## config.mk

```make
export PLATFORM = sky130hd
export DESIGN_NAME = repeating_timer_bank_core
export DESIGN_NICKNAME = d
export VERILOG_FILES = /design/src/hw/rtl/rtb_pkg.sv /design/src/hw/rtl/rtb_ram.sv /design/src/hw/rtl/repeating_timer_bank_core.sv
export SDC_FILE = /design/constraint.sdc
export NUM_CORES = 1
export LEC_CHECK = 0
export ABC_AREA = 1
export BUFFER_PORTS_ARGS = -buffer_cell sky130_fd_sc_hd__buf_2
export CAP_MARGIN = 20
export CORE_UTILIZATION = 40
export DETAILED_ROUTE_END_ITERATION = 10
export SETUP_SLACK_MARGIN = 0.15
export SKIP_CTS_REPAIR_TIMING = 1
export SYNTH_ARGS = -nofsm -noshare
export SYNTH_HDL_FRONTEND = slang
export SYNTH_HIERARCHICAL = 1
export SYNTH_SLANG_ARGS = --single-unit
```

## constraint.sdc

```tcl
create_clock -name clk -period 9.65 [get_ports clk]
set_clock_uncertainty 0.05 [all_clocks]
set_input_delay 1.93 -clock clk [delete_from_list [all_inputs] [get_ports clk]]
set_output_delay 1.93 -clock clk [all_outputs]
set_load 0.005 [all_outputs]
```

## src/hw/rtl/rtb_pkg.sv

```systemverilog
package rtb_pkg;

	localparam logic [1:0] MODE_ARM    = 2'd0;
	localparam logic [1:0] MODE_DISARM = 2'd1;
	localparam logic [1:0] MODE_TICK   = 2'd2;

	localparam logic [1:0] KIND_ACK  = 2'd0;
	localparam logic [1:0] KIND_FIRE = 2'd1;
	localparam logic [1:0] KIND_DONE = 2'd2;

	localparam int MAX_SLOTS = 8;

	typedef struct packed {
		logic [31:0] remaining;
		logic [31:0] reload;
		logic [15:0] repeats;
		logic [15:0] event_code;
	} slot_entry_t;

endpackage

```

## src/hw/rtl/rtb_ram.sv

```systemverilog
module rtb_ram #(
	parameter int WIDTH = 96,
	parameter int DEPTH = 8,
	parameter int AW    = (DEPTH > 1) ? $clog2(DEPTH) : 1
) (
	input  logic             clk,
	input  logic             we,
	input  logic [AW-1:0]    waddr,
	input  logic [WIDTH-1:0] wdata,
	input  logic             re,
	input  logic [AW-1:0]    raddr,
	output logic [WIDTH-1:0] rdata
);

	logic [WIDTH-1:0] mem [DEPTH];
	logic [WIDTH-1:0] rdata_q;

	always_ff @(posedge clk) begin
		if (we) begin
			mem[waddr] <= wdata;
		end
		if (re) begin
			rdata_q <= mem[raddr];
		end
	end

	assign rdata = rdata_q;

endmodule

```

## src/hw/rtl/repeating_timer_bank_core.sv

```systemverilog
// Repeating timer bank.
// Input channel (in_valid/in_ready) takes one item: arm, disarm or tick step.
// Output channel (out_valid/out_ready) returns result items; last_of_run marks
// the final result of each input item.
// Arm and disarm: one acknowledge item, shown the cycle after acceptance.
// Tick step: the slot table in RAM is scanned in index order, one slot read per
// cycle unless a firing slot waits on a full output register; the update is
// written back as the read slot moves on. Each firing slot gives a fire item,
// then a done item closes the tick; the single RAM read port paces the scan.
// A new item is taken only when the scan is finished and the output register
// is free or being emptied, so one item is at work at a time.
// A stalled receiver holds the output register; the scan waits on a firing
// slot until the register frees, non-firing slots keep moving.
// Reset clears all active flags and the output register; RAM contents are
// written by arm before any use.
module repeating_timer_bank_core #(
	parameter int NUM_TIMERS = 8
) (
	input  logic        clk,
	input  logic        arst_n,
	input  logic        in_valid,
	output logic        in_ready,
	input  logic [1:0]  mode,
	input  logic [2:0]  timer_index,
	input  logic [31:0] load_ticks,
	input  logic [15:0] repeat_count,
	input  logic [15:0] event_code,
	input  logic [31:0] elapsed_ticks,
	output logic        out_valid,
	input  logic        out_ready,
	output logic [1:0]  result_kind,
	output logic [2:0]  fired_index,
	output logic [15:0] fired_event,
	output logic        last_of_run
);

	import rtb_pkg::*;

	localparam int SLOTS = (NUM_TIMERS < MAX_SLOTS) ? NUM_TIMERS : MAX_SLOTS;
	localparam int AW    = (SLOTS > 1) ? $clog2(SLOTS) : 1;
	localparam int CW    = $clog2(SLOTS + 1);
	localparam int EW    = $bits(slot_entry_t);

	localparam logic ST_IDLE = 1'b0;
	localparam logic ST_SCAN = 1'b1;

	logic              state_q;
	logic [SLOTS-1:0]  active_q;
	logic [CW-1:0]     rd_cnt_q;
	logic [31:0]       elapsed_q;
	logic              vld_s1;
	logic [AW-1:0]     idx_s1;

	logic              out_valid_q;
	logic [1:0]        kind_q;
	logic [2:0]        idx_q;
	logic [15:0]       event_q;
	logic              last_q;

	slot_entry_t       rd_entry;
	slot_entry_t       wr_entry;
	logic [EW-1:0]     rd_word;
	logic              we;
	logic [AW-1:0]     waddr;

	logic              can_emit;
	logic              accept;
	logic              in_range;
	logic              s1_active;
	logic              hit_s1;
	logic              adv;
	logic              issue;
	logic              done_go;
	logic              s1_write;
	logic              arm_write;
	logic              s1_stop;

	assign can_emit  = !out_valid_q || out_ready;
	assign in_ready  = (state_q == ST_IDLE) && can_emit;
	assign accept    = in_valid && in_ready;
	assign in_range  = (4'(timer_index) < 4'(SLOTS));

	assign rd_entry  = slot_entry_t'(rd_word);
	assign s1_active = vld_s1 && active_q[idx_s1];
	assign hit_s1    = s1_active && (elapsed_q >= rd_entry.remaining);
	assign adv       = !hit_s1 || can_emit;
	assign issue     = (state_q == ST_SCAN) && adv && (rd_cnt_q < CW'(SLOTS));
	assign done_go   = (state_q == ST_SCAN) && !vld_s1 && (rd_cnt_q == CW'(SLOTS))
			&& can_emit;
	assign s1_write  = (state_q == ST_SCAN) && s1_active && adv;
	assign arm_write = accept && (mode == MODE_ARM) && in_range;
	assign s1_stop   = hit_s1 && (rd_entry.repeats == 16'd1);

	always_comb begin
		wr_entry = rd_entry;
		waddr    = idx_s1;
		if (arm_write) begin
			waddr               = timer_index[AW-1:0];
			wr_entry.remaining  = load_ticks;
			wr_entry.reload     = load_ticks;
			wr_entry.repeats    = repeat_count;
			wr_entry.event_code = event_code;
		end else if (hit_s1) begin
			wr_entry.remaining = rd_entry.reload;
			if (rd_entry.repeats != 16'd0) begin
				wr_entry.repeats = rd_entry.repeats - 16'd1;
			end
		end else begin
			wr_entry.remaining = rd_entry.remaining - elapsed_q;
		end
	end

	assign we = arm_write || s1_write;

	rtb_ram #(
		.WIDTH(EW),
		.DEPTH(SLOTS)
	) u_ram (
		.clk  (clk),
		.we   (we),
		.waddr(waddr),
		.wdata(wr_entry),
		.re   (issue),
		.raddr(rd_cnt_q[AW-1:0]),
		.rdata(rd_word)
	);

	always_ff @(posedge clk or negedge arst_n) begin
		if (!arst_n) begin
			state_q  <= ST_IDLE;
			active_q <= '0;
			rd_cnt_q <= '0;
			vld_s1   <= 1'b0;
		end else begin
			if (arm_write) begin
				active_q[timer_index[AW-1:0]] <= 1'b1;
			end else if (accept && (mode == MODE_DISARM) && in_range) begin
				active_q[timer_index[AW-1:0]] <= 1'b0;
			end else if (s1_write && s1_stop) begin
				active_q[idx_s1] <= 1'b0;
			end
			case (state_q)
				ST_IDLE: begin
					if (accept && (mode == MODE_TICK)) begin
						state_q  <= ST_SCAN;
						rd_cnt_q <= '0;
						vld_s1   <= 1'b0;
					end
				end
				ST_SCAN: begin
					if (adv) begin
						vld_s1 <= issue;
					end
					if (issue) begin
						rd_cnt_q <= rd_cnt_q + CW'(1);
					end
					if (done_go) begin
						state_q <= ST_IDLE;
					end
				end
				default: begin
					state_q <= ST_IDLE;
				end
			endcase
		end
	end

	always_ff @(posedge clk) begin
		if (accept && (mode == MODE_TICK)) begin
			elapsed_q <= elapsed_ticks;
		end
		if (issue) begin
			idx_s1 <= rd_cnt_q[AW-1:0];
		end
	end

	always_ff @(posedge clk or negedge arst_n) begin
		if (!arst_n) begin
			out_valid_q <= 1'b0;
		end else if (hit_s1 && adv) begin
			out_valid_q <= 1'b1;
		end else if (done_go) begin
			out_valid_q <= 1'b1;
		end else if (accept && (mode != MODE_TICK)) begin
			out_valid_q <= 1'b1;
		end else if (out_ready) begin
			out_valid_q <= 1'b0;
		end
	end

	always_ff @(posedge clk) begin
		if (hit_s1 && adv) begin
			kind_q  <= KIND_FIRE;
			idx_q   <= 3'(idx_s1);
			event_q <= rd_entry.event_code;
			last_q  <= 1'b0;
		end else if (done_go) begin
			kind_q  <= KIND_DONE;
			idx_q   <= 3'd0;
			event_q <= 16'd0;
			last_q  <= 1'b1;
		end else if (accept && (mode != MODE_TICK)) begin
			kind_q  <= KIND_ACK;
			idx_q   <= 3'd0;
			event_q <= 16'd0;
			last_q  <= 1'b1;
		end
	end

	assign out_valid   = out_valid_q;
	assign result_kind = kind_q;
	assign fired_index = idx_q;
	assign fired_event = event_q;
	assign last_of_run = last_q;

endmodule
```

==> results of run 1 <==
[cells by family (layout without fill, tap and decap cells)]
logic type                 after synthesis  in the layout
xor gates and xnor gates                32             32
DFF                                    936            936
buffers and inverters                 1091           1254
AOI/OAI and AO/OA                      181            181
and+or+nand+nor                       2203           2203
other                                    0              1
adders and majority gates               38             38
[placed cells by master, fill, tap and decap left out, types with 3 or more instances in the layout]
cell | synthesis | routed
nand2_1 | 1581 | 1581
edfxtp_1 | 918 | 918
inv_1 | 907 | 905
nand3_1 | 445 | 445
buf_2 | 96 | 128
nor2_1 | 122 | 113
clkbuf_16 | 0 | 102
o21ai_0 | 72 | 72
a21oi_1 | 47 | 47
ha_1 | 37 | 37
buf_4 | 8 | 23
clkinv_2 | 0 | 21
clkinv_1 | 0 | 19
xor2_1 | 18 | 18
a31oi_1 | 15 | 15
nor3_1 | 16 | 15
o21ai_1 | 14 | 14
xnor2_1 | 14 | 14
clkbuf_1 | 26 | 14
dfrtp_1 | 15 | 12
nand4_1 | 11 | 11
o221ai_1 | 11 | 11
bufinv_16 | 0 | 11
nor2_4 | 1 | 10
clkinvlp_4 | 0 | 8
buf_12 | 0 | 8
o21ai_2 | 7 | 7
nor4_1 | 6 | 6
nand2_2 | 5 | 5
o211ai_1 | 4 | 4
clkbuf_8 | 0 | 4
o21bai_1 | 3 | 3
nor2_2 | 3 | 3
a21o_1 | 3 | 3
nand2_4 | 3 | 3
inv_6 | 0 | 3
dfxtp_1 | 3 | 3
dfrtp_4 | 0 | 3
[routing by layer]
| metal | track usage [%] | part of all wire [%] |
|---|---|---|
| met2 | 33.6 | 49 |
| met1 | 26.6 | 44 |
| met5 | 0 | 0 |
| met3 | 2.44 | 5.4 |
| met4 | 5.36 | 2.0 |
[stage by stage]
step / setup slack [ps] / power [mW]
after floorplan: 1780 / 8.18
after global placement: 3540 / 9.24
after detailed placement: 3570 / 9.29
after CTS: 4280 / 13.1
after global routing: 4200 / 13.7
final: 4500 / 13.0
[registers in the layout (all words and copies together), names as in the netlist]
name and cells:
fired_index 3, out_valid 1, result_kind 2, last_of_run 1
rd_cnt_q 4, active_q 8, u_ram/mem 768, state_q 1
fired_event 16, idx_s1 3, vld_s1 1, elapsed_q 32
u_ram/rdata 96
[critical path: cells and delay by family]
kind / cells / cell delay [ps]
AND/OR/NAND/NOR: 7 / 1960
AO/OA/AOI/OAI: 1 / 160
buffers and inverters: 4 / 1280
[cells in the mapped netlist, types with 4 or more instances]
cell      instances
nand4_1          11
nand2_1        1581
buf_2            96
buf_6            47
edfxtp_1        918
ha_1             37
dfrtp_1          15
o21ai_2           7
a31oi_1          15
nand3_1         445
xor2_1           18
o211ai_1          4
clkbuf_1         26
buf_4             8
o221ai_1         11
a21oi_1          47
xnor2_1          14
inv_1           907
nor4_1            6
o21ai_0          72
nor2_1          122
nor3_1           16
o21ai_1          14
nand2_2           5
[worst max path at each step]
stage	slack (ps)	end	cells past startpoint
floorplan	1780	u_ram/mem[4][0]	12
global placement	3540	u_ram/mem[1][68]	12
detailed placement	3570	u_ram/mem[1][69]	12
CTS	4280	u_ram/mem[1][50]	12
global route	4200	u_ram/mem[5][70]	12
finish	4500	u_ram/mem[5][70]	12
[final cells by class]
| cell class | count | area share (%) |
|---|---|---|
| well taps | 1403 | 3.63 |
| diodes | 1 | 0.00517 |
| inverters | 911 | 7.11 |
| multi-input cells | 2454 | 22.5 |
| repair buffers | 160 | 2.07 |
| clock inverters | 63 | 1.31 |
| clock buffers | 120 | 5.50 |
| flip-flops and latches | 936 | 57.9 |
[report_power, final]
group / leakage, nW / internal [mW] / total [mW] / switching (mW)
logic: 11.4 / 0.900 / 3.62 / 2.72
clock network: 1.60 / 2.26 / 3.83 / 1.58
registers: 8.52 / 5.44 / 5.59 / 0.153
total: 21.6 / 8.60 / 13.0 / 4.45
==> out/metrics.csv, run 1 <==
stage;metric;value;unit
min_path;Worst Hold Path EP;result_kind[0];
routing;drt drc;0;
clock_network;TritonCTS Sinks;936;
synth;xor-xnor portion of the synthesized cell area;0.646;%
routing;number of vias per cell;4.81;
worst_setup_path;launch instance of the worst register-to-register path;elapsed_q[0];
synth;Post-Syn Nets;4624;
cells_and_area;final standard cell utilization of the core;45.1;%
routing;Total Wirelength;109;mm
sta;highest attainable clock frequency;0.194;GHz
synth;cells taking the most area after synthesis;edfxtp_1 64%, nand2_1 14%, inv_1 7.8%, nand3_1 5.1%, buf_6 1.2%;
global_routing;Remaining Overflow, GRT;0;
worst_setup_path;launching instance or port of the critical path;out_ready;
sta;hold violation count in the final report;0;
sta;Rel. slew slack;27.0;%
synth;number of enable flip-flop cells after synthesis;918;
clock_network;number of CTS-inserted buffers;98;
sta;Fin Setup TNS;0;ps
synth;Yosys cell types;46;
synth;sequential area share after synthesis;64.5;%
clock_network;number of buffers on the longest clock path;3;
global_routing;first-pass GRT wire length;167;mm
die;Die Footprint;110000;sq um
min_path;worst hold path startpoint;result_kind[0];
routing;detailed router's first-iteration violation count;2415;
worst_setup_path;Worst Path Required;9880;ps
synth;average footprint of a synthesized cell;9.69;sq um
cells_and_area;final net count;4704;
cells_and_area;share of post-route cells with drive strength above 1;7.62;%
routing;Routed WL per cell;18.0;um
synth;cells after synthesis;4481;
cells_and_area;Non-Filler Instances;6048;
outcome;status;complete, no violations;
synth;number of warnings reported in the yosys synthesis log;6;
worst_setup_path;CP Data Arrival Time;5390;ps
die;initial core utilization;40.4;%
worst_setup_path;most repeated library cell on the critical path;nor2_1;
clock_network;CTS tree;yes;
worst_setup_path;Worst Setup End Kind;flip-flop;
die;Die Height;331;um
global_routing;initial antenna violation count;3;
placed_design;number of buffers added on ports;128;
cells_and_area;multi-input combinational cell area;10900;sq um
synth;post-synthesis share of cell area spent on and, or, nand and nor gates;20.7;%
sta;unrepaired setup endpoints after global routing;false;
synth;async set-reset flop share out of synthesis;1.60;%
synth;proportion of synthesized area in mux cells;0;%
global_routing;Total GRT Usage;19.7;%
placed_design;Placement Cell Area;45000;sq um
synth;number of storage elements in the synthesis netlist;936;
synth;largest family of logic cells by synthesized area;simple AND/OR/NAND/NOR gates;
worst_setup_path;worst reg2reg setup slack;4850;ps
pwr;leakage;21.6;nW
cells_and_area;Area Overhead vs Synth;11.5;%
placed_design;gpl congestion;0.897;
synth;combined area of all synthesized cells;43400;sq um
synth;leading area contributor after synthesis;edfxtp_1;
worst_setup_path;R2R depth;18;
pwr;power per cell area;270;nW/um^2
clock_network;Root Buffer Master;clkbuf_16;
synth;area share of the largest cell type after synthesis;63.5;%
synth;Primary FF master, synth;edfxtp_1;
cells_and_area;fillers;9898;
worst_setup_path;terminus of the critical flop-to-flop path;u_ram/mem[5][70];
worst_setup_path;Crit Path Class;in2reg;
job;Max Cap Viol;0;
placed_design;total placed cells including tap cells;5862;
clock_network;clk_lat worst skew;670;ps
die;count of pins on the block boundary;129;
placed_design;dpl hpwl;61.7;mm
sta;final-report setup violation count;0;
sta;Min Hold Slack;405;ps
synth;Compound-Gate Fraction of Synth Area;2.41;%
cells_and_area;sequential standard cell area;28000;sq um
worst_setup_path;Critical Path, Cell by Cell;buf_2 > nor2_1 > nor2_1 > nand2_1 > nor2_1 > inv_1 > nor2_4 > inv_2 > o21ai_0 > nand2_1 > nor2_4 > buf_4;
cells_and_area;final standard cell area without fillers;48400;sq um
routing;TritonRoute pass-1 iters;5;
die;number of cell rows;120;
synth;share of synthesized cell area in full adder, half adder and majority cells;1.11;%
clock_network;clock slew at the register clock pins of the worst setup and hold paths;60;ps
sta;Min Clock Period, post-route;5150;ps
sta;Pins Over Slew Limit;0;
worst_setup_path;maximum fanout count along the critical path;47;
clock_network;CTS H-tree lvls;3;
die;core footprint;107000;sq um
worst_setup_path;worst-path cell with the longest stage delay;buf_4;
worst_setup_path;type of origin of the critical path;primary input;
min_path;worst hold stages;2;
sta;slew of the pin with the lowest slew margin;1090;ps
worst_setup_path;delay of the slowest cell on the worst path;820;ps
min_path;path type of the worst min-delay path;reg2reg;
global_routing;vias in the first global route;27971;
routing;total via count in the routed design;29078;
die;Die Width;331;um
sta;final cycle utilization of the critical path;53.4;%
routing;Post-DRT Antenna Nets;0;
global_routing;largest net degree at the start of global routing;197;
pwr;largest vdd supply drop;0.192;mV
Power figures use the tool's default switching activity.
==> inputs of run 2 (changes only) <==
Clock period 9.65 ns to 5.22 ns, I/O delays scaled along.
==> run 2 against run 1 <==
  * Final cell count grew 0.18%
  * Total power grew 83%
  * Via count grew 1.2%
  * Highest routed layer unchanged
==> out/metrics.csv, run 2 (same netlist as run 1, synthesis figures left out) <==
stage;metric;value;unit;change
die;count of pins on the block boundary;129;;unchanged
global_routing;Remaining Overflow, GRT;0;;unchanged
pwr;leakage;21.6;nW;about the same
die;number of cell rows;120;;unchanged
placed_design;dpl hpwl;63.9;mm;was 61.7 mm
sta;Min Clock Period, post-route;4260;ps;
global_routing;fraction of met1 tracks used by global routing;27.2;%;was 26.6%
cells_and_area;final standard cell area without fillers;48400;sq um;about the same
global_routing;met2 Track Usage GR;32.6;%;was 33.6%
routing;number of vias per cell;4.86;;was 4.81
clock_network;number of buffers on the longest clock path;3;;unchanged
sta;hold violation count in the final report;0;;unchanged
cells_and_area;most flop-heavy register;u_ram/mem;;unchanged
die;core footprint;107000;sq um;unchanged
die;Die Height;331;um;unchanged
die;Die Footprint;110000;sq um;unchanged
die;initial core utilization;40.4;%;unchanged
sta;unrepaired setup endpoints after global routing;false;;unchanged
global_routing;layer with the highest usage after global routing;met2;;unchanged
sta;final cycle utilization of the critical path;81.5;%;
cells_and_area;share of post-route cells with drive strength above 1;7.63;%;was 7.62%
worst_setup_path;Worst Setup End Kind;flip-flop;;unchanged
global_routing;met3 Resource Use GR;2.53;%;was 2.44%
cells_and_area;most common library cell in the layout ignoring fill and taps;nand2_1;;unchanged
sta;highest attainable clock frequency;0.235;GHz;
cells_and_area;final standard cell utilization of the core;45.1;%;about the same
clock_network;CTS H-tree lvls;3;;unchanged
outcome;status;complete, no violations;;unchanged
job;Max Cap Viol;0;;unchanged
cells_and_area;Area Overhead vs Synth;11.5;%;about the same
clock_network;clk_lat worst skew;690;ps;was 670 ps
cells_and_area;flip-flop count of the largest register after layout;768;;unchanged
placed_design;number of buffers added on ports;128;;unchanged
routing;detailed router's first-iteration violation count;2603;;was 2,415
clock_network;Root Buffer Master;clkbuf_16;;unchanged
pwr;largest vdd supply drop;0.480;mV;was 0.192 mV
worst_setup_path;maximum fanout count along the critical path;18;;was 47
placed_design;Placement Cell Area;45300;sq um;was 45,000 sq um
routing;total via count in the routed design;29417;;was 29,078
global_routing;largest net degree at the start of global routing;193;;was 197
placed_design;gpl congestion;0.899;;was 0.897
die;Die Width;331;um;unchanged
cells_and_area;leading cell types in the layout, fill and taps excluded;1,581 x nand2_1, 918 x edfxtp_1, 905 x inv_1;;unchanged
sta;Pins Over Slew Limit;0;;unchanged
global_routing;Total GRT Usage;19.8;%;was 19.7%
routing;Post-DRT Antenna Nets;0;;unchanged
worst_setup_path;Crit Path Class;reg2reg;;was in2reg
worst_setup_path;Worst Path Required;5510;ps;was 9880 ps
min_path;path type of the worst min-delay path;in2async;;was reg2reg
clock_network;CTS tree;yes;;unchanged
sta;final-report setup violation count;0;;unchanged
clock_network;number of CTS-inserted buffers;98;;unchanged
cells_and_area;fillers;9997;;was 9,898
routing;Routed WL per cell;18.1;um;was 18.0 um
routing;drt drc;0;;unchanged
cells_and_area;final net count;4720;;was 4,704
clock_network;TritonCTS Sinks;936;;unchanged
pwr;power per cell area;494;nW/um^2;was 270 nW/um^2
global_routing;vias in the first global route;28064;;was 27,971
clock_network;clock slew at the register clock pins of the worst setup and hold paths;60;ps;about the same
sta;slew of the pin with the lowest slew margin;1110;ps;was 1090 ps
worst_setup_path;type of origin of the critical path;flip-flop;;was primary input
sta;Rel. slew slack;25.0;%;was 27.0%
routing;Total Wirelength;110;mm;was 109 mm
routing;TritonRoute pass-1 iters;6;;was 5
global_routing;first-pass GRT wire length;168;mm;was 167 mm
worst_setup_path;CP Data Arrival Time;4540;ps;was 5390 ps
global_routing;initial antenna violation count;1;;was 3
[run 2: cell types whose count changed in the layout (fill, tap and decap cells not counted), moves of 2 or more]
cell	before	now
buf_12	8	17
buf_4	23	29
clkinv_1	19	25
clkinvlp_4	8	3
clkbuf_8	4	0
clkinv_2	21	17
clkbuf_1	14	17
clkbuf_16	102	99
bufinv_16	11	9
clkinv_8	1	3
[run 2: routing by layer]
| metal | vias to the layer above | share of wire [%] |
|---|---|---|
| li1 | 14384 | - |
| met1 | 14032 | 45 |
| met2 | 850 | 47 |
| met3 | 151 | 5.8 |
| met4 | 0 | 2.3 |
| met5 | - | 0 |
[run 2: cell type report]
type	count	area, sq um	area share [%]
diodes	2	5.00	0.0103
clock buffers	116	2540	5.25
clock inverters	61	559	1.16
inverters	911	3440	7.11
multi-input cells	2454	10900	22.5
flip-flops and latches	936	28000	57.9
well taps	1403	1760	3.63
repair buffers	176	1210	2.50
[run 2: final timing paths]
| kind | start | endpoint | slack, ps | depth (start not counted) |
|---|---|---|---|---|
| max in group asynchronous | arst_n | rd_cnt_q[0] | 4550 | 1 |
| hold / removal | arst_n | active_q[5] | 250 | 1 |
| hold reg to reg | result_kind[0] | result_kind[0] | 400 | 2 |
| min in group clk | result_kind[0] | result_kind[0] | 400 | 2 |
| setup reg to reg | elapsed_q[0] | u_ram/mem[0][0] | 960 | 18 |
| setup / recovery | elapsed_q[0] | u_ram/mem[0][0] | 960 | 18 |
[run 2: stage by stage]
step           setup TNS [ps]  hold WS [ps]  cells  setup slack, ps  total power [mW]
6_report                    0           246   6059              965              23.9
5_1_grt                     0           258   6058              717              25.1
4_1_cts                     0           217   6055              998              24.0
3_5_place_dp                0           393   5878             1010              17.2
3_3_place_gp                0           393   5878             1000              17.2
2_1_floorplan         -112340           396   4481             -169              15.1
[run 2: critical path, cell delays in order, from the launching register on]
cell and delay [ps]:
edfxtp_1 360, ha_1 230, fa_1 400, inv_1 70
nand2_1 50, nand2_1 70, nand3_1 80, nand2_2 110
nand2_1 70, nand2_2 140, nand2_1 90, nand2_2 140
nand2_1 140, nand3_1 130, nand2_1 80, o21ai_0 360
nand2_1 330, nor2_4 570, buf_4 420
[run 2: power breakdown]
group / switching, mW / total (mW) / leakage [nW] / internal [mW]
Clock: 2.90 / 6.81 / 1.51 / 3.91
Sequential: 0.368 / 10.4 / 8.52 / 10.1
Combinational: 5.00 / 6.70 / 11.5 / 1.70
Total: 8.26 / 23.9 / 21.6 / 15.7
